==> config.mk <==
export PLATFORM = sky130hd
export DESIGN_NAME = cdgm_isqrt
export DESIGN_NICKNAME = d
export VERILOG_FILES = /design/src/rtl/assert_macros.svh /design/src/rtl/cdgm_pkg.sv /design/src/rtl/cdgm_isqrt.sv
export SDC_FILE = /design/constraint.sdc
export NUM_CORES = 1
export LEC_CHECK = 0
export BUFFER_PORTS_ARGS = -buffer_cell sky130_fd_sc_hd__buf_4
export CORE_AREA = 2 2 116 118
export DETAILED_ROUTE_END_ITERATION = 12
export DIE_AREA = 0 0 118 120
export REMOVE_ABC_BUFFERS = 1
export SETUP_SLACK_MARGIN = 0.2
export SYNTH_ARGS = -nofsm -noshare
export SYNTH_HDL_FRONTEND = slang
export SYNTH_SLANG_ARGS = --single-unit
export TNS_END_PERCENT = 50
==> constraint.sdc <==
create_clock -name clk -period 5.1 [get_ports clk]
set_clock_uncertainty 0.15 [all_clocks]
set_input_delay 0.51 -clock clk [delete_from_list [all_inputs] [get_ports clk]]
set_output_delay 0.51 -clock clk [all_outputs]
set_load 0.02 [all_outputs]
==> src/rtl/assert_macros.svh <==
// Assertion macros shared by the RTL.
`ifndef ASSERT_MACROS_SVH
`define ASSERT_MACROS_SVH

`ifndef SYNTH

`define ASSERT_RST(lbl, clk, rstn, prop, msg) \
    lbl: assert property (@(posedge clk) disable iff (!rstn) prop) else $error(msg);

`define ASSERT_ALWAYS(lbl, clk, prop, msg) \
    lbl: assert property (@(posedge clk) prop) else $error(msg);

`else

`define ASSERT_RST(lbl, clk, rstn, prop, msg)

`define ASSERT_ALWAYS(lbl, clk, prop, msg)

`endif

`endif

==> src/rtl/cdgm_pkg.sv <==
package cdgm_pkg;

    localparam int MAX_WIDTH    = 1024;
    localparam int COL_W        = $clog2(MAX_WIDTH);
    localparam int ADDR_W       = COL_W + 1;
    localparam int WIDTH_W      = 11;
    localparam int HEIGHT_W     = 13;
    localparam int HEIGHT_LIMIT = 4096;
    localparam int ROW_W        = 12;
    localparam int IN_ROW_W     = HEIGHT_W;
    localparam int WIDTH_RESET  = 640;
    localparam int HEIGHT_RESET = 480;

    localparam int SAMPLE_W     = 16;
    localparam int GRAD_W       = SAMPLE_W + 1;
    localparam int ABS_W        = SAMPLE_W;
    localparam int SQ_W         = 2 * ABS_W;
    localparam int MAG_W        = 17;
    localparam int RAD_W        = 2 * MAG_W;
    localparam int REM_W        = MAG_W + 3;
    localparam int ITER_CNT_W   = $clog2(MAG_W + 1);

    localparam int CFG_IDX_W    = 2;
    localparam int CFG_DATA_W   = 13;

    typedef enum logic [CFG_IDX_W-1:0] {
        CFG_FRAME_WIDTH  = 2'd0,
        CFG_FRAME_HEIGHT = 2'd1
    } cfg_reg_t;

    typedef enum logic [3:0] {
        ST_IDLE,
        ST_RD_L,
        ST_RD_R,
        ST_RD_C,
        ST_RD_A,
        ST_DIFF,
        ST_SQUARE,
        ST_SUM,
        ST_ROOT
    } seq_state_t;

    typedef struct packed {
        logic             start;
        logic [RAD_W-1:0] radicand;
    } sqrt_req_t;

    typedef struct packed {
        logic             busy;
        logic [MAG_W-1:0] root;
    } sqrt_rsp_t;

endpackage

==> src/rtl/cdgm_isqrt.sv <==
module cdgm_isqrt (
    input  logic                clk,
    input  logic                rst_n,
    input  cdgm_pkg::sqrt_req_t req,
    output cdgm_pkg::sqrt_rsp_t rsp
);

    logic                                busy_reg;
    logic [cdgm_pkg::ITER_CNT_W-1:0]     cnt_reg;
    logic [cdgm_pkg::RAD_W-1:0]          rad_reg;
    logic [cdgm_pkg::REM_W-1:0]          rem_reg;
    logic [cdgm_pkg::MAG_W-1:0]          root_reg;

    logic [cdgm_pkg::REM_W-1:0]          rem_shift;
    logic [cdgm_pkg::REM_W-1:0]          trial;
    logic                                fits;
    logic [cdgm_pkg::REM_W-1:0]          rem_next;
    logic [cdgm_pkg::MAG_W-1:0]          root_next;
    logic [cdgm_pkg::RAD_W-1:0]          rad_next;

    always_comb
    begin
        rem_shift = {rem_reg[cdgm_pkg::REM_W-3:0], rad_reg[cdgm_pkg::RAD_W-1 -: 2]};
        trial     = cdgm_pkg::REM_W'({root_reg, 2'b01});
        fits      = (rem_shift >= trial);
        rem_next  = fits ? (rem_shift - trial) : rem_shift;
        root_next = {root_reg[cdgm_pkg::MAG_W-2:0], fits};
        rad_next  = {rad_reg[cdgm_pkg::RAD_W-3:0], 2'b00};
    end

    always_ff @(posedge clk or negedge rst_n)
    begin
        if (!rst_n)
        begin
            busy_reg <= 1'b0;
            cnt_reg  <= '0;
        end
        else if (req.start)
        begin
            busy_reg <= 1'b1;
            cnt_reg  <= cdgm_pkg::ITER_CNT_W'(cdgm_pkg::MAG_W);
        end
        else if (busy_reg)
        begin
            cnt_reg  <= cnt_reg - 1'b1;
            busy_reg <= (cnt_reg != cdgm_pkg::ITER_CNT_W'(1));
        end
    end

    always_ff @(posedge clk)
    begin
        if (req.start)
        begin
            rad_reg  <= req.radicand;
            rem_reg  <= '0;
            root_reg <= '0;
        end
        else if (busy_reg)
        begin
            rad_reg  <= rad_next;
            rem_reg  <= rem_next;
            root_reg <= root_next;
        end
    end

    assign rsp.busy = busy_reg;
    assign rsp.root = root_reg;

endmodule

==> metrics.txt <==
Clock Path Buffers 2; Post-DRT Antenna Nets 0; fin util approximately two fifths; largest net degree at the start of global routing 64; number of cell rows 42; DR vias 3091; worst-path fanout max 13; Fin. Hold Viols 0; Crit-path slowest cell o32ai_2; TritonCTS clock tree done; post-synth top area cell edfxtp_1; Worst Setup Slack, final 2.11 ns; # setup viols final 0; max reg flops 34; FILL cells 1297; ratio of cells with drive above 1 in the final layout about a quarter; Flop pwr share between 30% and 40%; total chip power 0.00284 W; MaxCap Viol Count 0; Int Pwr 0.00175 W; area share of the largest cell type after synthesis 25.0%; critical path required time 5.14 ns; net switching power 0.00109 W; Initial Util 31.4%; DR iter-0 viols 123; Max IR drop VDD 0.233 mV; Synth area leaders edfxtp_1 25%, dfxtp_1 17%, mux2_2 8.8%, ha_1 6.4%, mux2i_1 4.7%; total core area 13000 sq um; post-synth design cell area 4080 sq um; Skew-Pair Late Insertion Delay 0.34 ns; synth-to-layout area growth 21.1%; Detailed Route WL slightly below 9000 microns; Post-layout nets 503; depth of the CTS H-tree 3; num ports 55; Clk network pwr share 22.2%; root buf cell clkbuf_16; GP Congestion 0.879; routed vias/inst about 5; combinational power share between 40% and 50%; Arr. time, crit path 3.03 ns; DRT Pass-1 Iters 4; RSZ-0062 raised after global routing false; dpl hpwl 6040 microns; Sink Count 75; achievable clock frequency about 0.33 GHz; sw frac between 30% and 40%; Worst-Margin Slew 0.718 ns; number of synthesized flops with an enable pin 34; status finished, final reports clean; PwrDens approximately 580 nW/um^2; critical path type flop to flop; diode count 0; design area 4940 sq um; per-cell routed wire length 14.0 microns; total CTS buffers 9; Die Height 120 microns; Die ar. 14200 sq um; DP Area ~4600 sq um; vias in the first global route ~3100; Synth Register Bits 75; Leakage 2.11 nW; Critical Path, Cell by Cell inv_1 > ha_1 > a211o_1 > a21oi_1 > nand3b_1 > o32ai_2 > buf_4 > nor2_1 > a21oi_1 > a211oi_1; most numerous cell on the critical path a21oi_1; count of cell types in the netlist 54; IO buf count 54; Synth async-reset ratio approximately 8%; sequential-to-total area share from yosys stat 45.9%; Final period util 58.6%; initial antenna violation count 0; Critical Path Max Stage Delay 0.59 ns; setup_tns 0 ns; Synth Area per Inst 10.3 sq um; CP startpoint kind flop; Rel. slew slack 52.2%; CP endpoint kind flop; global-route wire length before repair 14500 microns; fin. max-slew vios 0; pre-CTS setup slack 2.13 ns; Post-Syn Instances 396; overall routing resource usage 12.5%; Clock Pin Slew Worst Setup and Hold Paths 0.06 ns; GRT overflow 0; Yosys warning count 0; DRC 0; minimum clock period 2.99 ns; worst min path class primary input to flop; Die W 118 microns; Primary FF master, synth dfxtp_1
==> kinds of logic (layout without fill, tap and decap cells) <==
| kind of cell | after synthesis | count (layout) | share of synthesized area (%) |
|---|---|---|---|
| DFF | 75 | 75 | 45.9 |
| xor gates and xnor gates | 14 | 14 | 3.01 |
| adders and majority gates | 21 | 21 | 6.44 |
| buffers and inverters | 46 | 100 | 4.72 |
| AOI/OAI and AO/OA | 85 | 85 | 14.4 |
| and+or+nand+nor | 104 | 104 | 12.0 |
| muxes | 51 | 51 | 13.5 |
==> final timing paths <==
path | slack, ns | startpoint | cells past startpoint | end
setup reg to reg | 2.11 | root_reg[11] | 10 | rem_reg[1]
hold / removal | 0.31 | req[0] | 2 | rad_reg[0]
max in group asynchronous | 4.33 | rst_n | 2 | busy_reg
min in group asynchronous | 0.36 | rst_n | 2 | cnt_reg[2]
setup / recovery | 2.11 | root_reg[11] | 10 | rem_reg[1]
hold reg to reg | 0.33 | rem_reg[2] | 2 | rem_reg[2]
==> power by group through the flow <==
| stage | Sequential [W] | Clock, W | Combinational (W) |
|---|---|---|---|
| 3_3_place_gp | 0.000881 | 0 | 0.00130 |
| 6_report | 0.000873 | 0.000632 | 0.00134 |
| 2_1_floorplan | 0.000888 | 0 | 0.000993 |
| 4_1_cts | 0.000875 | 0.000645 | 0.00133 |
| 3_5_place_dp | 0.000886 | 0 | 0.00132 |
| 5_1_grt | 0.000891 | 0.000663 | 0.00150 |
==> synth_stat cells, types with 6 or more instances <==
cell,n
nor2_1,38
xnor2_1,8
nand3_1,9
dfrtp_1,6
nand2b_1,6
mux2_2,32
dfxtp_1,35
nand2_1,24
mux2i_1,19
a21o_1,11
xor2_1,6
inv_1,25
and2_1,6
a21oi_1,18
clkbuf_1,9
edfxtp_1,34
ha_1,21
o21ai_0,14
==> timing repair <==
item | 4_1_cts | 5_1_grt
hold buffers | 1 | 0
endpoints found under the hold margin | 6 | 0
buffers inserted | 0 | 0
resized for setup | 0 | 0
==> layout by cell type (no fill, tap or decap), drive strengths merged, types with 4 or more instances in the layout <==
master	Yosys	final
dfxtp	35	35
nand3	9	9
dfrtp	6	6
buf	12	58
a21oi	18	18
o21ai	17	17
ha	21	21
nand2b	6	6
a32oi	4	4
nor3	5	5
mux2i	19	19
a21o	11	11
inv	25	25
a211oi	6	6
xor2	6	6
xnor2	8	8
mux2	32	32
nand2	24	24
nor2	38	38
clkbuf	9	10
edfxtp	34	34
and2	6	6
==> through the flow <==
step	hold slack, ns	cells
after floorplan	0.0644	375
after CTS	0.302	626
after detailed placement	0.172	609
final	0.310	626
after global placement	0.170	609
after global routing	0.316	626
==> worst max-delay path, delay by kind of cell (launching register included) <==
kind                     cells  cell delay (ns)
AO/OA/AOI/OAI                5             1.36
adder cells (fa/ha/maj)      1             0.38
buffers and inverters        2             0.36
flip-flops                   1             0.37
AND/OR/NAND/NOR              2             0.21
==> final cells by class <==
type	count	area (sq um)	area share, %
sequential	75	1870	37.9
timing repair buffer	59	445	9.01
tap	176	220	4.46
clock inverter	6	66.3	1.34
inverter	25	93.8	1.90
multi-input combinational	275	2020	40.8
clock buffer	10	229	4.63
==> layer usage <==
metal	GRT usage (%)	wire, microns	up-vias
li1	-	-	1535
met1	15.4	3850	1463
met2	20.9	4320	76
met3	2.47	392	17
met4	6.33	206	0
met5	0	0	-
Power figures use the tool's default switching activity.
